[src/rtl/ipv4_mutable_option_clearer_assert.svh]
// Assertion macros for the IPv4 mutable option clearer.
// Included by the module that asserts; no other dependencies.
`ifndef IPV4_MUTABLE_OPTION_CLEARER_ASSERT_SVH
`define IPV4_MUTABLE_OPTION_CLEARER_ASSERT_SVH

// condition must hold at every edge outside reset
`define IMOC_ASSERT_ALWAYS(name, clk, rst, cond, msg) \
  name: assert property (@(posedge clk) disable iff (rst) (cond)) else $error(msg);

// consequent must hold in the cycle after the antecedent
`define IMOC_ASSERT_NEXT(name, clk, rst, ante, cons, msg) \
  name: assert property (@(posedge clk) disable iff (rst) (ante) |=> (cons)) else $error(msg);

`endif

[src/rtl/imoc_pkg.sv]
// Shared types, option codes and helpers for the IPv4 mutable option clearer.
// No dependencies.
`timescale 1ns / 1ps

package imoc_pkg;

  localparam logic [7:0] OPT_EOL       = 8'd0;
  localparam logic [7:0] OPT_NOP       = 8'd1;
  localparam logic [7:0] OPT_SEC       = 8'd130;
  localparam logic [7:0] OPT_LSRR      = 8'd131;
  localparam logic [7:0] OPT_ESEC      = 8'h85;
  localparam logic [7:0] OPT_CIPSO     = 8'h86;
  localparam logic [7:0] OPT_SSRR      = 8'd137;
  localparam logic [7:0] OPT_RTR_ALERT = 8'd148;
  localparam logic [7:0] OPT_SDB       = 8'h95;  // 0x80 | 21

  localparam logic [7:0] ROUTE_MIN_LEN = 8'd6;

  typedef enum logic [1:0] {
    PH_TYPE,
    PH_LEN,
    PH_DATA,
    PH_PASS
  } phase_t;

  typedef struct packed {
    logic [5:0]  bytes_left;
    phase_t      phase;
    logic [7:0]  cur_type;
    logic [7:0]  cur_len;
    logic [7:0]  pos;
    logic [31:0] addr;
    logic        addr_found;
    logic        error_seen;
  } parse_state_t;

  typedef struct packed {
    logic [7:0]  byte_out;
    logic        last_out;
    logic        status;
    logic [31:0] final_dest;
    logic        dest_found;
  } result_t;

  function automatic logic is_route(input logic [7:0] t);
    return t inside {OPT_LSRR, OPT_SSRR};
  endfunction

  function automatic logic is_kept(input logic [7:0] t);
    return t inside {OPT_SEC, OPT_ESEC, OPT_CIPSO, OPT_RTR_ALERT, OPT_SDB};
  endfunction

endpackage

[src/rtl/ipv4_mutable_option_clearer.sv]
// Channel   | dir | payload
// s_axis    | in  | tdata: option_byte, area_length; tuser: start_of_area
// m_axis    | out | tdata: byte_out, status, final_dest, dest_found; tlast: last_out
//
// One item per cycle sustained while m_axis_tready holds; each item passes the
// input register, then the result register behind the parser step.
// The parser state update is a single step per byte, so throughput is set by
// that step alone. rst is synchronous and clears both stage valids and the
// parser state. A stalled output holds its result and back-pressure reaches the
// input stage combinationally, in the same cycle. Depends on imoc_pkg, imoc_parse
// and the assertion macro header.
`timescale 1ns / 1ps
`include "ipv4_mutable_option_clearer_assert.svh"

module ipv4_mutable_option_clearer import imoc_pkg::*; #(
  parameter int unsigned MAX_OPTION_BYTES = 40
) (
  input  logic        clk,
  input  logic        rst,
  input  logic        s_axis_tvalid,
  output logic        s_axis_tready,
  input  logic [15:0] s_axis_tdata,   // [7:0] option_byte, [13:8] area_length, rest 0
  input  logic        s_axis_tuser,   // [0] start_of_area
  output logic        m_axis_tvalid,
  input  logic        m_axis_tready,
  output logic [47:0] m_axis_tdata,   // [7:0] byte_out, [8] status, [40:9] final_dest,
                                      // [41] dest_found, rest 0
  output logic        m_axis_tlast
);

  logic         in_valid;
  logic [7:0]   in_byte;
  logic         in_start;
  logic [5:0]   in_len;

  logic         out_valid;
  result_t      out_res;

  parse_state_t st;
  parse_state_t st_next;
  result_t      res;

  logic         advance;
  logic         fire;

  assign advance       = !out_valid || m_axis_tready;
  assign fire          = in_valid && advance;
  assign s_axis_tready = !in_valid || advance;

  imoc_parse #(
    .MAX_OPTION_BYTES(MAX_OPTION_BYTES)
  ) u_parse (
    .st            (st),
    .option_byte   (in_byte),
    .start_of_area (in_start),
    .area_length   (in_len),
    .st_next       (st_next),
    .res           (res)
  );

  always_ff @(posedge clk) begin
    if (rst) begin
      in_valid  <= 1'b0;
      out_valid <= 1'b0;
      st        <= '0;
    end else begin
      if (s_axis_tready) begin
        in_valid <= s_axis_tvalid;
        if (s_axis_tvalid) begin
          in_byte  <= s_axis_tdata[7:0];
          in_len   <= s_axis_tdata[13:8];
          in_start <= s_axis_tuser;
        end
      end
      if (advance) begin
        out_valid <= in_valid;
      end
      if (fire) begin
        out_res <= res;
        st      <= st_next;
      end
    end
  end

  assign m_axis_tvalid = out_valid;
  assign m_axis_tlast  = out_res.last_out;
  assign m_axis_tdata  = {6'd0, out_res.dest_found, out_res.final_dest,
                          out_res.status, out_res.byte_out};

  `IMOC_ASSERT_ALWAYS(a_idle_expects_type, clk, rst,
    st.bytes_left != 6'd0 || st.phase == PH_TYPE, "closed area not in expect-type")
  `IMOC_ASSERT_ALWAYS(a_left_bounded, clk, rst,
    {26'd0, st.bytes_left} <= 32'(MAX_OPTION_BYTES), "bytes left above area limit")
  `IMOC_ASSERT_NEXT(a_last_closes_area, clk, rst,
    fire && res.last_out, st.bytes_left == 6'd0 && out_valid && m_axis_tlast,
    "last byte did not close the area")

endmodule

[src/rtl/imoc_parse.sv]
// Option parser step: next parser state and the result for one option byte.
// Depends on imoc_pkg.
`timescale 1ns / 1ps

module imoc_parse import imoc_pkg::*; #(
  parameter int unsigned MAX_OPTION_BYTES = 40
) (
  input  parse_state_t st,
  input  logic [7:0]   option_byte,
  input  logic         start_of_area,
  input  logic [5:0]   area_length,
  output parse_state_t st_next,
  output result_t      res
);

  localparam logic [5:0] MaxLen = 6'(MAX_OPTION_BYTES);

  logic [5:0] len;
  logic [5:0] left;
  logic [7:0] pos_inc;

  always_comb begin
    st_next      = st;
    res.byte_out = option_byte;
    res.last_out = 1'b0;
    len          = area_length;
    left         = 6'd0;
    pos_inc      = 8'd0;

    if (start_of_area) begin
      if (len == 6'd0) len = 6'd1;
      if (len > MaxLen) len = MaxLen;
      st_next            = '0;
      st_next.bytes_left = len;
      st_next.phase      = PH_TYPE;
    end

    if (st_next.bytes_left != 6'd0) begin
      left = st_next.bytes_left;
      case (st_next.phase)
        PH_TYPE: begin
          if (option_byte == OPT_EOL) begin
            st_next.phase = PH_PASS;
          end else if (option_byte == OPT_NOP) begin
            st_next.phase = PH_TYPE;
          end else if (left < 6'd2) begin
            // type with no room for its length byte
            st_next.error_seen = 1'b1;
            st_next.phase      = PH_PASS;
          end else begin
            st_next.cur_type = option_byte;
            st_next.pos      = 8'd1;
            st_next.phase    = PH_LEN;
          end
        end
        PH_LEN: begin
          // option started one byte earlier, so left + 1 bytes were available
          if (option_byte < 8'd2 || {1'b0, option_byte} > ({3'b0, left} + 9'd1) ||
              (is_route(st_next.cur_type) && option_byte < ROUTE_MIN_LEN)) begin
            st_next.error_seen = 1'b1;
            st_next.phase      = PH_PASS;
          end else begin
            st_next.cur_len = option_byte;
            st_next.pos     = 8'd2;
            st_next.phase   = (option_byte == 8'd2) ? PH_TYPE : PH_DATA;
          end
        end
        PH_DATA: begin
          if (is_route(st_next.cur_type) &&
              ({1'b0, st_next.pos} + 9'd4) >= {1'b0, st_next.cur_len}) begin
            st_next.addr = {st_next.addr[23:0], option_byte};
            if (({1'b0, st_next.pos} + 9'd1) == {1'b0, st_next.cur_len})
              st_next.addr_found = 1'b1;
          end
          if (!is_kept(st_next.cur_type)) res.byte_out = 8'd0;
          pos_inc     = st_next.pos + 8'd1;
          st_next.pos = pos_inc;
          if (pos_inc >= st_next.cur_len) st_next.phase = PH_TYPE;
        end
        default: begin
          st_next.phase = PH_PASS;
        end
      endcase
      st_next.bytes_left = left - 6'd1;
      if (st_next.bytes_left == 6'd0) begin
        res.last_out  = 1'b1;
        st_next.phase = PH_TYPE;
      end
    end

    res.status     = st_next.error_seen;
    res.final_dest = st_next.addr;
    res.dest_found = st_next.addr_found;
  end

endmodule

[config.mk]
export PLATFORM = sky130hd
export DESIGN_NAME = ipv4_mutable_option_clearer
export DESIGN_NICKNAME = d
export VERILOG_FILES = /design/src/rtl/imoc_pkg.sv /design/src/rtl/ipv4_mutable_option_clearer.sv /design/src/rtl/imoc_parse.sv
export VERILOG_INCLUDE_DIRS = /design/src /design/src/rtl
export SDC_FILE = /design/constraint.sdc
export NUM_CORES = 1
export LEC_CHECK = 0
export ABC_AREA = 1
export BUFFER_PORTS_ARGS = -buffer_cell sky130_fd_sc_hd__buf_4
export CORE_MARGIN = 2
export CORE_UTILIZATION = 40
export DETAILED_ROUTE_END_ITERATION = 16
export SYNTH_ARGS = -nofsm -noshare
export SYNTH_HDL_FRONTEND = slang
export SYNTH_SLANG_ARGS = --single-unit
[constraint.sdc]
create_clock -name clk -period 3.8 [get_ports clk]
set_clock_uncertainty 0.05 [all_clocks]
set_input_delay 0 -clock clk [delete_from_list [all_inputs] [get_ports clk]]
set_output_delay 0 -clock clk [all_outputs]
set_load 0.005 [all_outputs]
======== Word level (Yosys, flattened, before mapping) ========
Cells that the tools add are included.
storage, ports and cells
  input bits .............................. 21
  flip-flop bits (word level) ............. 126
cells by class
  mux-type cells .......................... 35
  equal/unequal tests ..................... 12
  $add $sub $neg .......................... 5
  reduce and logical (&&, ||, !) cells .... 18
  order comparisons ....................... 7
  bitwise logic cells ..................... 1
operator list
  operator                                                               count
  66-bit 2-to-1 mux                                                      2
  8-bit 2-to-1 mux                                                       10
  33-bit 2-to-1 mux                                                      2
  8-bit equality test, second input constant                             7
  8-bit case mux with 3 select lines                                     1
  6-bit 2-to-1 mux                                                       3
  16-bit 2-to-1 mux                                                      1
  2-bit 2-to-1 mux                                                       7
  6-bit logical NOT                                                      2
  8-bit by 1-bit adder with 9-bit output, second input constant          1
  8-bit by 3-bit adder with 9-bit output, second input constant          1
  9-bit by 8-bit equality test with 1-bit output                         1
  9-bit by 8-bit greater-or-equal comparator with 1-bit output           1
  8-bit by 9-bit greater-than comparator with 1-bit output               1
  9-bit 2-to-1 mux                                                       1
  8-bit by 1-bit adder with 8-bit output, second input constant          1
  8-bit by 1-bit equality test with 1-bit output, second input constant  1
  8-bit by 2-bit equality test with 1-bit output, second input constant  1
  8-bit greater-or-equal comparator                                      1
  8-bit logical NOT                                                      1
  8-bit by 2-bit < comparator with 1-bit output, second input constant   1
  8-bit by 3-bit < comparator with 1-bit output, second input constant   1
  6-bit by 1-bit adder with 7-bit output, second input constant          1
  6-bit greater-than comparator, second input constant                   1
  17 further kinds                                                       28

======== Longest topological paths before layout ========
Gate-level depths: netlist of run 1.
  depth after elaboration ................. 14
  depth in mapped cells ................... 26
  depth with buffers taken out ............ 25

======== Cells and area by module ========
From an unflattened synthesis of run 1, not the netlist that was laid out.
second synthesis, totals
  cells, all modules ...................... 1079
  area total of the unflattened synthesis .. 7770.0 um^2
modules (own cells, without submodules)
  module                       cells each  times used  area each (um^2)
  ipv4_mutable_option_clearer  510         1           4852.2
  imoc_parse                   569         1           2917.8

======== Least setup slack after synthesis of run 1 ========
Ideal clock, no wire load.
  path type ............................... register to register
  start ................................... register out_valid (netlist: m_axis_tvalid)
  end ..................................... register out_res (netlist bit m_axis_tdata[0]) (enable)
  library setup time ...................... 0.444 ns
  clock period less this slack ............ 3.081 ns
  buffers on the path ..................... 1
  data arrival time ....................... 2.587 ns
  cell stages (with the launch flop) ...... 5
  slack ................................... 0.719 ns
  required time ........................... 3.306 ns
  cell sequence ........................... dfxtp_1 nand2_1 nand2_1 clkbuf_1 nor2_1
between the ends
  cells in the longest elaborated chain, start to end .. 4
ends and longest elaborated chain
  element                        RTL line                           RTL
  from (decl)                    ipv4_mutable_option_clearer.sv:36  logic out_valid;
  from (signal assigned)         ipv4_mutable_option_clearer.sv:76  out_valid <= in_valid;
  1-bit logical NOT              ipv4_mutable_option_clearer.sv:46  assign advance = !out_valid || m_axis_tready;
  1-bit logical OR               ipv4_mutable_option_clearer.sv:46
  1-bit logical AND              ipv4_mutable_option_clearer.sv:47  assign fire = in_valid && advance;
  2-bit AND reduction (no line)  n/a
  to (signal assigned)           ipv4_mutable_option_clearer.sv:79  out_res <= res;
  to (decl)                      ipv4_mutable_option_clearer.sv:37  result_t out_res;
No other way between the ends.
A chain may end at the register's enable or synchronous reset.

======== Worst setup path after layout of run 1 ========
  start ................................... register in_start
  end ..................................... register st[39] (netlist name)
between the ends
  cells in the longest elaborated chain, start to end .. 8
  elaborated cells on any way between the ends .. 21
  classes of those cells .................. add/sub (2); order compare (2); eq/ne (4); mux (7); reduce/logical (6)
ends and longest elaborated chain
  element                                                                                                RTL line                            RTL
  from (decl)                                                                                            ipv4_mutable_option_clearer.sv:33   logic in_start;
  from (signal assigned)                                                                                 ipv4_mutable_option_clearer.sv:72   in_start <= s_axis_tuser;
  66-bit 2-to-1 mux *                                                                                    imoc_parse.sv:30                    if (start_of_area) begin
  6-bit by 1-bit adder with 7-bit output / 8-bit equality test (equally long branches)                   imoc_parse.sv:58, imoc_pkg.sv:46
  8-bit by 9-bit greater-than comparator with 1-bit output / 2-bit nonzero test (equally long branches)  imoc_parse.sv:58, imoc_pkg.sv:46
  1-bit logical OR / 1-bit logical AND (equally long branches)                                           imoc_parse.sv:58, imoc_parse.sv:59
  1-bit logical OR                                                                                       imoc_parse.sv:58                    if (option_byte < 8'd2 || {1'b0, option_byte} > ({3'b0, left} + 9'd1) ||
  16-bit 2-to-1 mux                                                                                      imoc_parse.sv:58
  8-bit case mux with 3 select lines                                                                     imoc_parse.sv:40                    case (st_next.phase)
  66-bit 2-to-1 mux *                                                                                    imoc_parse.sv:38                    if (st_next.bytes_left != 6'd0) begin
Mark *: on every way between the ends. The rest lies on a longest branch, timed or not.

==> results of run 1 <==
## state kept, by name (all words and copies together), names as in the netlist
signal         flops
in_valid           1
st                66
in_start           1
m_axis_tlast       1
in_byte            8
in_len             6
m_axis_tdata      42
m_axis_tvalid      1
## what timing repair did
| item | 4_1_cts | 5_1_grt |
|---|---|---|
| endpoints found under the setup margin | 0 | 0 |
| hold buffers | 20 | 0 |
| endpoints found under the hold margin | 37 | 0 |
## synth_stat cells, drive strengths merged, types with 7 or more instances
| library cell | count | area [sq um] |
|---|---|---|
| xor2 | 10 | 87.6 |
| nand4 | 7 | 43.8 |
| dfxtp | 68 | 1360 |
| ha | 28 | 350 |
| nor3 | 10 | 81.3 |
| nand2 | 226 | 868 |
| nand3 | 45 | 235 |
| inv | 134 | 503 |
| clkbuf | 21 | 78.8 |
| a21oi | 70 | 455 |
| nor2 | 83 | 339 |
| edfxtp | 58 | 1740 |
| o21ai | 92 | 588 |
| buf | 20 | 168 |
## routing by layer
metal	track usage, %	up-vias	share of wire [%]
met4	6.48	0	1.1
li1	-	3032	-
met2	29.8	136	46
met1	25.1	2672	48
met5	0	-	0
met3	4.04	13	4.9
## critical path, cell delays in order, from the launching register on
cell,delay [ns]
edfxtp_1,0.40
buf_4,0.24
nand3_1,0.11
nand2_1,0.06
nor2_2,0.13
inv_1,0.10
ha_1,0.23
nand3_1,0.13
xor2_1,0.16
ha_1,0.27
a21oi_1,0.18
nand2_1,0.07
nand2_1,0.05
nand3_1,0.07
nand2_1,0.11
nand3_2,0.13
nand2_1,0.16
nand3_1,0.28
nand2_1,0.14
a31oi_1,0.08
## worst paths after layout
path | start | to | slack [ns] | cells past startpoint
hold / removal | s_axis_tdata[11] | in_len[3] | 0.24 | 2
setup / recovery | in_start | st[39] | 0.52 | 19
setup reg to reg | in_start | st[39] | 0.52 | 19
hold reg to reg | st[43] | st[43] | 0.41 | 2
## power by group through the flow
stage / Sequential, mW / Clock, mW / Combinational (mW)
6_report: 1.53 / 1.43 / 0.442
5_1_grt: 1.53 / 1.52 / 0.505
4_1_cts: 1.53 / 1.46 / 0.442
3_3_place_gp: 1.55 / 0 / 0.421
3_5_place_dp: 1.55 / 0 / 0.424
2_1_floorplan: 1.55 / 0 / 0.307
## layout make-up
cell class / count / share of cell area [%]
clock buffer: 21 / 5.36
timing repair buffer: 93 / 9.20
sequential: 126 / 36.9
tap: 225 / 3.35
multi-input combinational: 596 / 38.4
clock inverter: 11 / 0.833
inverter: 134 / 6.00
## metrics by stage
stage / hold WS (ns) / worst slack, ns
floorplan: 0.0489 / 0.719
global placement: 0.128 / 0.575
detailed placement: 0.129 / 0.579
CTS: 0.223 / 0.545
global route: 0.238 / 0.122
finish: 0.243 / 0.523
## cell families (layout without fill, tap and decap cells)
logic type | Yosys count | count (layout) | share of synthesized area [%]
flip-flops | 126 | 126 | 44.0
adder cells (fa/ha/maj) | 28 | 28 | 4.97
AO/OA/AOI/OAI | 173 | 173 | 16.0
XOR/XNOR | 13 | 13 | 1.61
AND/OR/NAND/NOR | 376 | 376 | 22.7
buffers and inverters | 175 | 259 | 10.6
other | 1 | 6 | 0.0532
==> qor.yml, run 1 <==
asyncSetResetFlopFracSynth_pct: 0
yosys_warnings: 0
synth_flop_cell: "dfxtp_1"
post_synth.cell_area_avg_sq_um: 7.90
coreArea_sq_um: 17200
power_mw: 3.39
layout-drive-gt1-share_pct: 19.4
critical_path_data_required_time_ns: 4.04
report.final.setup_viol: 0
fill_cells: 1692
worstSetupPathType: "flip-flop to flip-flop"
layout_overhead_on_the_synthesized_area_pct: 19.2
worstSetupEndpointType: "flip-flop"
timing.setup.tns_ns: 0
dp.cells: 1154
crit_arrival_ns: 3.52
first_global_vias: 5449
crit_path_max_fanout: 18
power.share.clock_pct: 42.0
detailed_place.area_sq_um: 7690
total_leakage_power_nw: 4.04
grt_util_all_layers_pct: 18.7
antenna_violations_before_repair: 0
grt_pass1_wl_microns: 27000
max_freq_ghz: 0.305
drt_iter0_drc: 385
fp-row-count: 48
synth_cell_types: 40
vdd_ir_drop_max_v: 0.000318
power.share.sequential_pct: 45.0
routed-via-count: 5853
layout.area.seq_sq_um: 3100
die_width_microns: 137
powerDensity_nw_per_um2: 404
rsz0062_at_grt: "false"
post_synth_inst_count: 892
wirelength_microns: 16300
multiInputGateArea_sq_um: 3220
finalInstanceArea_sq_um: 8410
seq_area_frac_synth_pct: 44.0
place.detailed.hpwl_microns: 11300
holdCritPathClass: "input pin to flip-flop"
fin_cells: 1206
combinationalPowerShare_pct: 13.0
post-route-util_pct: 48.8
drt_pass1_iterations: 6
tritoncts.num_buffers: 17
nets: 1017
gr-total-overflow: 0
synth-edff-count: 58
die-area_sq_um: 18700
finalCritPeriodShare_pct: 86.2
layout_common_cells: "nand2_1 (220), inv_1 (130), nor2_1 (75)"
antenna_cells: 0
maxCapViolations: 0
ys_ff_latch: 126
final_hold_violations: 0
clk_root_buffer_cell: "clkbuf_16"
ioPinCount: 72
net-switching-power_mw: 0.899
slew_headroom_pct: 46.3
source_to_sink_clock_delay_at_the_later_pin_of_the_worst_skew_pair_ns: 0.42
worst_setup_hold_path_clk_slew_ns: 0.05
sw_frac_of_total_pct: 26.5
htreeDepth: 4
cts.repair_timing.setup_buffer_count: 0
clk_path_buf_depth: 2
gp_routability_congestion: 0.859
finalMaxSlewViolations: 0
floorplan.initialDensity_pct: 40.9
grt_start_max_net_pins: 66
intPower_mw: 2.49
cts_sink_count: 126
status: "completed"
chipHeight_microns: 137
kind_of_launch_point_of_the_worst_setup_path: "flip-flop"
cts_resized: 0
drc: 0
routed_wire_length_per_instance_microns: 13.5
cts_tree: "yes"
postRouteAntennaNets: 0
synth.cell_area_sq_um: 7050
worst_pin_slew_ns: 0.805
detail_route.vias_per_cell: 4.85
final.min_clock_period_ns: 3.28
numPortBuffers: 63
layout.cells.most_common: "nand2_1"
(Power assumes the default switching activity.)
==> run 2: changes to the inputs <==
--- a/config.mk
+++ b/config.mk
@@ -6,7 +6,6 @@
 export SDC_FILE = /design/constraint.sdc
 export NUM_CORES = 1
 export LEC_CHECK = 0
-export ABC_AREA = 1
 export BUFFER_PORTS_ARGS = -buffer_cell sky130_fd_sc_hd__buf_4
 export CORE_MARGIN = 2
 export CORE_UTILIZATION = 40
==> run 2 against run 1 <==
  * Hold slack worse by 0.17 ns
  * Core utilization up 3.2 points
  * Via count down 11%
  * Critical endpoint is now st[36]
  * First-iteration DRC count up 17%
  * Global-route usage up 0.83 points
  * Sequential cell count unchanged
  * Register-to-register slack worse by 0.33 ns
  * Maximum frequency down 9.0%
  * Setup slack worse by 0.33 ns
==> qor.yml, run 2 <==
power_mw: 3.46  # was 3.39 mW
drt_pass1_iterations: 7  # was 6
vdd_ir_drop_max_v: 0.000398  # was 0.000318 V
kind_of_launch_point_of_the_worst_setup_path: "flip-flop"  # unchanged
antenna_violations_before_repair: 0  # unchanged
crit_arrival_ns: 3.92  # was 3.52 ns
total_leakage_power_nw: 2.96  # was 4.04 nW
routed_wire_length_per_instance_microns: 16.3  # was 13.5 microns
timing.hold.worst_path_depth: 2  # unchanged
worstSetupEndpointType: "flip-flop"  # unchanged
powerDensity_nw_per_um2: 436  # was 404 nW/um^2
coreArea_sq_um: 15300  # was 17200 sq um
post_synth.cell_area_avg_sq_um: 9.68  # was 7.90 sq um
cts_sink_count: 126  # unchanged
grt_pass1_wl_microns: 25200  # was 27000 microns
grt_util_all_layers_pct: 19.5  # was 18.7%
ys_ff_latch: 126  # unchanged
htreeDepth: 4  # unchanged
clk_path_buf_depth: 2  # unchanged
critical_path_data_required_time_ns: 4.11  # was 4.04 ns
antenna_cells: 0  # unchanged
clk_root_buffer_cell: "clkbuf_16"  # unchanged
rsz0062_at_grt: "false"  # unchanged
max_reg_flops: 66  # unchanged
slew_headroom_pct: 51.2  # was 46.3%
maxCapViolations: 0  # unchanged
floorplan.initialDensity_pct: 41.1  # was 40.9%
asyncSetResetFlopFracSynth_pct: 0  # unchanged
wirelength_microns: 15700  # was 16300 microns
post_synth_inst_count: 647  # was 892
worst_setup_hold_path_clk_slew_ns: 0.06  # was 0.05 ns
holdCritPathClass: "input pin to flip-flop"  # unchanged
crit_path_max_fanout: 6  # was 18
first_global_vias: 5019  # was 5449
layout_overhead_on_the_synthesized_area_pct: 26.5  # was 19.2%
die-area_sq_um: 16700  # was 18700 sq um
synth_most_common_cell: "nand2_1"  # unchanged
finalMaxSlewViolations: 0  # unchanged
yosys-top-cells-count: "nand2_1 (92), dfxtp_1 (68), edfxtp_1 (58)"  # was nand2_1 (220), inv_1 (131), nor2_1 (76)
layout.cells.most_common: "nand2_1"  # unchanged
cts_tree: "yes"  # unchanged
timing.setup.tns_ns: 0  # unchanged
tritoncts.num_buffers: 17  # unchanged
grt_start_max_net_pins: 67  # was 66
synth_flop_cell: "dfxtp_1"  # unchanged
source_to_sink_clock_delay_at_the_later_pin_of_the_worst_skew_pair_ns: 0.43  # was 0.42 ns
place.detailed.hpwl_microns: 10500  # was 11300 microns
nets: 788  # was 1017
max_freq_ghz: 0.278  # was 0.305 GHz
rr_worst_depth: 14  # was 19
layout-drive-gt1-share_pct: 18.8  # was 19.4%
seq_area_frac_synth_pct: 49.5  # was 44.0%
registers.top_by_ff_count: "st"  # unchanged
drt_iter0_drc: 451  # was 385
yosysTopAreaCell: "edfxtp_1"  # unchanged
final.min_clock_period_ns: 3.60  # was 3.28 ns
yosys_warnings: 0  # unchanged
worst_pin_slew_ns: 0.726  # was 0.805 ns
die_width_microns: 129  # was 137 microns
routed-via-count: 5224  # was 5853
postRouteAntennaNets: 0  # unchanged
drc: 0  # unchanged
layout_common_cells: "nand2_1 (92), buf_4 (89), dfxtp_1 (68)"  # was nand2_1 (220), inv_1 (130), nor2_1 (75)
synth_top_cells_by_area: "edfxtp_1 (28%), dfxtp_1 (22%), ha_1 (5.6%)"  # was edfxtp_1 (25%), dfxtp_1 (19%), nand2_1 (12%)
gp_routability_congestion: 0.892  # was 0.859
synth_cell_types: 67  # was 40
worstSetupPathType: "flip-flop to flip-flop"  # unchanged
gr-total-overflow: 0  # unchanged
ioPinCount: 72  # unchanged
numPortBuffers: 63  # unchanged
report.final.setup_viol: 0  # unchanged
final_hold_violations: 0  # unchanged
status: "completed"  # unchanged
synth.cell_area_sq_um: 6270  # was 7050 sq um
fp-row-count: 45  # was 48
synth-edff-count: 58  # unchanged
finalCritPeriodShare_pct: 94.8  # was 86.2%
chipHeight_microns: 129  # was 137 microns
post-synth-top-area-fraction_pct: 27.8  # was 24.7%
detail_route.vias_per_cell: 5.42  # was 4.85
run 2: cell count changes after synthesis, moves of 9 or more:
cell      previous run  this run
nand3_1             43        27
o22ai_1              0        18
inv_1              131        24
o21ai_0             56        18
buf_6                9         0
nand2_1            220        92
nor2_1              76        32
a21oi_2             28         1
a22o_1               0        14
nand2b_1             0        27
a21oi_1             42        51
o21ai_2             31         1
o32ai_1              1        17
run 2: area by class of cell:
type                            count  area [sq um]
Clock buffer                       18           429
Timing Repair Buffer              109           883
Clock inverter                     14           188
Sequential cell                   126          3100
Multi-Input combinational cell    461          2970
Inverter                           24          90.1
Tap cell                          211           264
Fill cell                        1367          7330
run 2: per-layer routing:
metal  share of wire [%]  track usage (%)  vias to the layer above
met2                  49             32.8                      154
li1                    -                -                     2526
met3                 4.6             5.12                       31
met5                   0                0                        -
met1                  44             24.1                     2513
met4                 2.3             7.67                        0
run 2: per-stage QoR:
stage                     hold WS [ns]  instance area [sq um]  setup WS [ns]  utilization [%]  std cells
after detailed placement         0.129                   7050         0.0314             46.2        911
after floorplan                 0.0489                   6290        0.00224                -        652
after global routing            0.0625                   7930         0.0402             52.0        963
final                           0.0701                   7930          0.198             52.0        963
after CTS                       0.0383                   7850        0.00545             51.4        961
after global placement           0.129                   7050          0.110             46.2        911
run 2: logic make-up after synthesis:
group | count (synthesis) | synth area share [%]
xor+xnor | 19 | 2.78
flops | 126 | 49.5
mux | 3 | 0.479
fa+ha+maj | 29 | 5.77
buf+inv | 66 | 4.49
compound gates | 164 | 17.9
other cells | 1 | 0.0598
simple gates | 239 | 19.0
run 2: path summary, 6_finish.rpt:
check	to	from	slack, ns
min reg2reg	st[1]	st[1]	0.41
min	st[65]	rst	0.07
max	st[36]	in_len[4]	0.20
max reg2reg	st[36]	in_len[4]	0.20
run 2: power breakdown:
group	internal (mW)	switching [mW]	total, mW
sequential	1.45	0.0286	1.48
clock	1.10	0.616	1.71
combinational	0.120	0.147	0.267
total	2.66	0.792	3.46
run 2: critical path: stages (launching register included):
cell and delay, ns:
edfxtp_1 0.46, o211a_1 0.28, or2_2 0.36, inv_1 0.07, ha_1 0.17, nand3_1 0.12
or3_1 0.37, ha_4 0.32, o21a_1 0.12, o22ai_1 0.08, a32o_2 0.26, o211ai_4 0.14
o21ai_2 0.12, a221oi_4 0.40, a22o_1 0.22
run 2: timing repair:
item                                   CTS  global route
endpoints found under the hold margin   17             0
buffers inserted                         0             1
resized for setup                        0            13
hold buffers                            18             0
setup endpoints to repair                0            49
